File: src/ptob_pkg.sv
package ptob_pkg;

    localparam int DEF_SIDE_DEPTH = 32;
    localparam int DEF_PRICE_BITS = 32;

    localparam logic [1:0] OP_ADD     = 2'd0;
    localparam logic [1:0] OP_CANCEL  = 2'd1;
    localparam logic [1:0] OP_POP_BID = 2'd2;
    localparam logic [1:0] OP_POP_ASK = 2'd3;

    localparam logic [1:0] ST_DONE      = 2'd0;
    localparam logic [1:0] ST_NOT_FOUND = 2'd1;
    localparam logic [1:0] ST_FULL      = 2'd2;
    localparam logic [1:0] ST_EMPTY     = 2'd3;

    typedef struct packed {
        logic [1:0]  operation;
        logic [63:0] order_id;
        logic [31:0] price;
        logic        is_buy;
    } t_req;

    typedef struct packed {
        logic [1:0]  status;
        logic [63:0] popped_id;
        logic [31:0] popped_price;
        logic        best_bid_valid;
        logic [63:0] best_bid_id;
        logic [31:0] best_bid_price;
        logic        best_ask_valid;
        logic [63:0] best_ask_id;
        logic [31:0] best_ask_price;
    } t_rsp;

    typedef struct packed {
        logic load;
        logic compare;
        logic apply;
    } t_ctrl;

    typedef struct packed {
        logic out_valid;
    } t_stat;

endpackage

File: src/ptob_ctrl.sv
module ptob_ctrl (
    input  logic           i_clk,
    input  logic           i_rst_n,
    input  logic           i_in_valid,
    output logic           o_in_ready,
    input  logic           i_out_ready,
    input  ptob_pkg::t_stat i_stat,
    output ptob_pkg::t_ctrl o_ctrl
);
    import ptob_pkg::*;

    localparam logic [1:0] S_IDLE    = 2'd0;
    localparam logic [1:0] S_COMPARE = 2'd1;
    localparam logic [1:0] S_APPLY   = 2'd2;

    logic [1:0] r_state;
    logic [1:0] n_state;

    always_comb begin
        n_state = r_state;
        o_in_ready = (r_state == S_IDLE);
        o_ctrl = '0;
        case (r_state)
            S_IDLE: begin
                if (i_in_valid) begin
                    o_ctrl.load = 1'b1;
                    n_state = S_COMPARE;
                end
            end
            S_COMPARE: begin
                o_ctrl.compare = 1'b1;
                n_state = S_APPLY;
            end
            S_APPLY: begin
                if (!i_stat.out_valid || i_out_ready) begin
                    o_ctrl.apply = 1'b1;
                    n_state = S_IDLE;
                end
            end
            default: n_state = S_IDLE;
        endcase
    end

    always_ff @(posedge i_clk) begin
        if (!i_rst_n) begin
            r_state <= S_IDLE;
        end else begin
            r_state <= n_state;
        end
    end

endmodule

File: config.mk
export PLATFORM = sky130hd
export DESIGN_NAME = ptob_ctrl
export DESIGN_NICKNAME = d
export VERILOG_FILES = /design/src/ptob_pkg.sv /design/src/ptob_ctrl.sv
export SDC_FILE = /design/constraint.sdc
export NUM_CORES = 1
export LEC_CHECK = 0
export BUFFER_PORTS_ARGS = -buffer_cell sky130_fd_sc_hd__buf_2
export CAP_MARGIN = 30
export CORE_AREA = 3 3 40 42
export DETAILED_ROUTE_END_ITERATION = 6
export DIE_AREA = 0 0 43 45
export GPL_TIMING_DRIVEN = 0
export PLACE_DENSITY = 0.3
export SLEW_MARGIN = 15
export SYNTH_ARGS = -nofsm -noshare
export SYNTH_HDL_FRONTEND = slang
export SYNTH_SLANG_ARGS = --single-unit
File: constraint.sdc
create_clock -name i_clk -period 1 [get_ports i_clk]
set_input_delay 0.2 -clock i_clk [delete_from_list [all_inputs] [get_ports i_clk]]
set_output_delay 0.2 -clock i_clk [all_outputs]
set_load 0.02 [all_outputs]
# Word level (Yosys, flattened, before mapping)
# Index checks and enable logic that the tools add are counted.
dict set report op_classes {
  add_sub_neg 0
  mul 0
  div 0
  magnitude_cmp 0
  n_eq_ne 4
  n_shift 0
  muxes 8
  bitwise 0
  n_reduce_logical 4
}
# cell count
set op_table {}
lappend op_table {{2-bit case mux with 3 select lines} 1}
lappend op_table {{1-bit 2-to-1 mux} 5}
lappend op_table {{2-bit 2-to-1 mux} 2}
lappend op_table {{2-bit inequality test, second input constant} 2}
lappend op_table {{2-bit by 1-bit equality test with 1-bit output, second input constant} 1}
lappend op_table {{2-bit equality test, second input constant} 1}
lappend op_table {{2-bit zero test} 1}
lappend op_table {{2-bit AND reduction} 1}
lappend op_table {{1-bit zero test} 1}
lappend op_table {{1-bit logical OR} 1}
dict set report word_totals {
  register_bits 2
  latchBits 0
  ramBits 0
  mem_bits_ro 0
  output_inout_bits 4
  wordCells 17
  n_memories 0
}

# Logic depth before layout (Yosys ltp)
dict set report depth {
  ltp_word 4
  mapped_depth 2
  mapped_depth_nobuf 2
}

# Worst setup path before layout
# Ideal clock, no wire load.
dict set report synth_path {
  kind {register -> output}
  startpoint {register r_state[1]}
  endpoint {output port o_ctrl[0] in the netlist's numbering}
  arrival_ns 0.902
  t_required_ns 0.800
  path_slack_ns -0.102
  path_stages_with_launch 2
  path_buffers 0
  cell_sequence {dfxtp_1 nor3b_1}
}
# item line
set synth_rtl {}
lappend synth_rtl {{start: declaration} ptob_ctrl.sv:16} ;# logic [1:0] r_state;
lappend synth_rtl {{start signal: assignment} ptob_ctrl.sv:48} ;# r_state <= n_state;
lappend synth_rtl {{end: declaration} ptob_ctrl.sv:8} ;# output ptob_pkg::t_ctrl o_ctrl

==> impl.org <==
** Placed design
- Quantity of I/O buffers inserted on ports :: 8
- Routability-driven placement finished with a final weighted congestion of 0.682.
- Summing all placed instances gives a cell area of 168 um2.

** Logic synthesis
- When the netlist entered floorplanning its net count stood at 15.
- Post-synthesis instance area :: 104 um2
- Yosys mapped the design onto 9 distinct sky130hd cell types.
- Synthesized area divided by synthesized cell count :: 10.4 um2
- Post-synthesis register bit count :: 2
- During synthesis, Yosys emitted a total of 0 warnings.
- Instance count of the mapped netlist :: 10
- For this run, the register share of the synthesized area comes to 0.386.

** Worst setup path
- Maximum net fanout on the critical path :: 5
- STA classifies the critical path startpoint as a flip-flop.
- STA classifies the critical path endpoint as an output port.
- In this design, the stage delay of the slowest critical-path cell is 0.33 ns.
- Setup CP Type :: flip-flop to output port
- Launching instance or port of the critical path :: r_state[1]$_SDFFE_PN0P_
- The signal on the critical path passes through nor3b_2 > buf_4.
- The startpoint identified for the worst register-to-register timing path is r_state[1]$_SDFFE_PN0P_.
- For this design, the slowest cell found on the critical path is sky130_fd_sc_hd__dfxtp_2.
- Data required time at the worst endpoint :: 0.80 ns
- STA puts the critical path data arrival time at 0.90 ns.

** Global route
- The first global-routing pass estimated 393 um of wire.
- Combined global-route utilization of all metal layers :: 0.0299
- The via count of the first global-routing pass came to 98.
- Initial antenna violation count :: 0
- Entering global routing, the biggest net connects 6 pins.
- Total gr overflow :: 0

** Clock network
- TritonCTS built the clock tree.
- Clock-pin slew was measured on the worst setup and hold paths at 0.03 ns.
- Insertion delay of the later-clocked pin in the worst-skew pair :: 0.22 ns
- Counting the buffers created by CTS gives 3.
- Number of H-tree levels :: 1
- Maximum clock insertion buffer count :: 2
- The cell sitting at the root of the clock tree is a sky130_fd_sc_hd__clkbuf_4.
- CTS saw 2 sinks.

** Layout
- Largest register FFs :: 2
- Area of all placed cells without fillers :: 214 um2
- Final net count :: 29
- P&R area growth vs syn :: 106%
- The largest registers in the layout are r_state (2).
- More flip-flops sit in one register than any other, and that register is r_state.
- Count of fill cells added during filler insertion :: 152
- Share of post-route cells with drive strength above 1 :: 0.727
- 0 antenna diodes ended up in the layout.

** STA
- Worst clock skew :: 0.00216 ns
- Achievable frequency :: 0.907 GHz
- Final count of pins violating max slew :: 0
- Portion of the clock cycle consumed by the worst path in the final layout :: 1.10
- The total count of hold-check failures in the final report was 0.
- Final period demand of the worst path :: 1.10 ns
- Max transition margin :: 0.900
- Setup violations remaining at the end of the flow were counted as 3.
- For the pin with the worst max-slew slack, the measured transition is 0.149 ns.
- Unrepaired setup endpoints after global routing :: yes
- Worst Setup Slack, final :: -0.103 ns
- The tightest hold path in the finished design has a slack of 0.197 ns.

** Route
- Routed len/inst :: 7.38 um
- Total wire length :: 273 um
- The routed layout has 111 vias.
- Detailed Routing Iterations Pass 1 :: 1
- Using the TritonRoute via totals, the vias-per-cell ratio works out to 3.00.
- After the first detailed-routing iteration, the DRC count stood at 0.
- Remaining number of nets flagged by the antenna check after routing :: 0
- For this run, design rule violations remaining after detail routing come to 0.

** Die
- The floorplan step defined a core boundary enclosing 1280 um2.
- In this run the count of I/O pins placed on the die edge is 9.
- Starting utilization of the core area :: 0.0808
- Number of rows created at floorplan :: 13
- Die Span X :: 43 um
- The die covers 1940 um2.
- In this run the vertical extent of the chip is 45 um.

** Outcome
- Violations in the final reports :: negative setup slack
- The run finished, with violations left.

** Power and ir drop
- In this run the power density over the cells is 1530 nW/um2.
- For this design the static power due to leakage is 0.000104 uW.
- Summing internal, switching and leakage power gives 328 uW.
- Maximum VDD drop :: 0.309 mV

** Flow run
- Across the run, the number of max-cap violations was 0.

** Hold path
- The tightest min-delay check is of the input port to flip-flop type.
- The worst hold path begins at i_rst_n.
-- final cells by class --
type	instances	area [um2]	share of cell area
repair buffers	9	61.3	0.287
flip-flops and latches	2	42.5	0.199
multi-input cells	8	68.8	0.322
well taps	15	18.8	0.0877
clock buffers	3	22.5	0.105
-- path summary, 6_finish.rpt --
check	cells past startpoint	slack, ns	end
worst min-delay path	2	0.20	r_state[1]$_SDFFE_PN0P_
worst min register to register	2	0.60	r_state[0]$_SDFFE_PN0P_
worst max-delay path	2	-0.10	o_ctrl[2]
worst max register to register	3	0.05	r_state[1]$_SDFFE_PN0P_
-- critical path: cells and delay by family (launching register included) --
kind	cells	cell delay [ns]
simple gates	1	0.19
buf+inv	1	0.17
flops	1	0.33
-- Yosys cell counts (all sizes together) --
cell,instances,share of area
nor3b,2,0.19
nor2b,1,0.060
o21a,1,0.072
nor2,1,0.036
dfxtp,2,0.39
and4bb,1,0.12
and2,1,0.060
and2b,1,0.072
-- stage by stage --
| stage | worst slack (ns) | TNS, ns | cells | utilization |
|---|---|---|---|---|
| after global placement | 0.0633 | 0 | 33 | 0.130 |
| after floorplan | 0.0776 | 0 | 10 | - |
| after global routing | -0.174 | -0.489 | 37 | 0.167 |
| after CTS | -0.116 | -0.354 | 37 | 0.167 |
| after detailed placement | 0.0397 | 0 | 33 | 0.130 |
| final | -0.103 | -0.296 | 37 | 0.167 |
-- logic make-up (layout without fill, tap and decap cells) --
logic type / after synthesis / in the layout / share of synthesized area
flip-flops: 2 / 2 / 0.386
buffers and inverters: 0 / 12 / 0
AO/OA/AOI/OAI: 1 / 1 / 0.0723
AND/OR/NAND/NOR: 7 / 7 / 0.542
-- where the power goes --
part | total, uW | switching (uW) | internal [uW]
sequential | 92.0 | 5.88 | 86.1
combinational | 63.2 | 28.2 | 35.0
clock | 172 | 40.4 | 132
total | 328 | 74.5 | 253
-- placed cells by master (no fill, tap or decap) --
cell type	instances
sky130_fd_sc_hd__nor2b_1	1
sky130_fd_sc_hd__and2_1	1
sky130_fd_sc_hd__nor2_1	1
sky130_fd_sc_hd__and4bb_1	1
sky130_fd_sc_hd__o21a_1	1
sky130_fd_sc_hd__buf_4	4
sky130_fd_sc_hd__and2b_1	1
sky130_fd_sc_hd__nor3b_2	2
sky130_fd_sc_hd__clkbuf_4	3
sky130_fd_sc_hd__buf_6	1
sky130_fd_sc_hd__dfxtp_2	2
sky130_fd_sc_hd__buf_2	4
-- routing by layer --
layer  wire length, um  global-route usage  vias to the layer above
li1                  -                   -                       59
met1                93              0.0312                       46
met2               136              0.0359                        6
met3                43              0.0199                        0
met4                 0              0.0361                        0
met5                 0                   0                        -
-- what timing repair did --
item / CTS / global route
endpoints found under the setup margin: 4 / 4
buffers inserted: 1 / 0
gates resized for setup: 7 / 0
pin swaps: 1 / 1
hold buffers: 0 / 0
(Power assumes the default switching activity.)
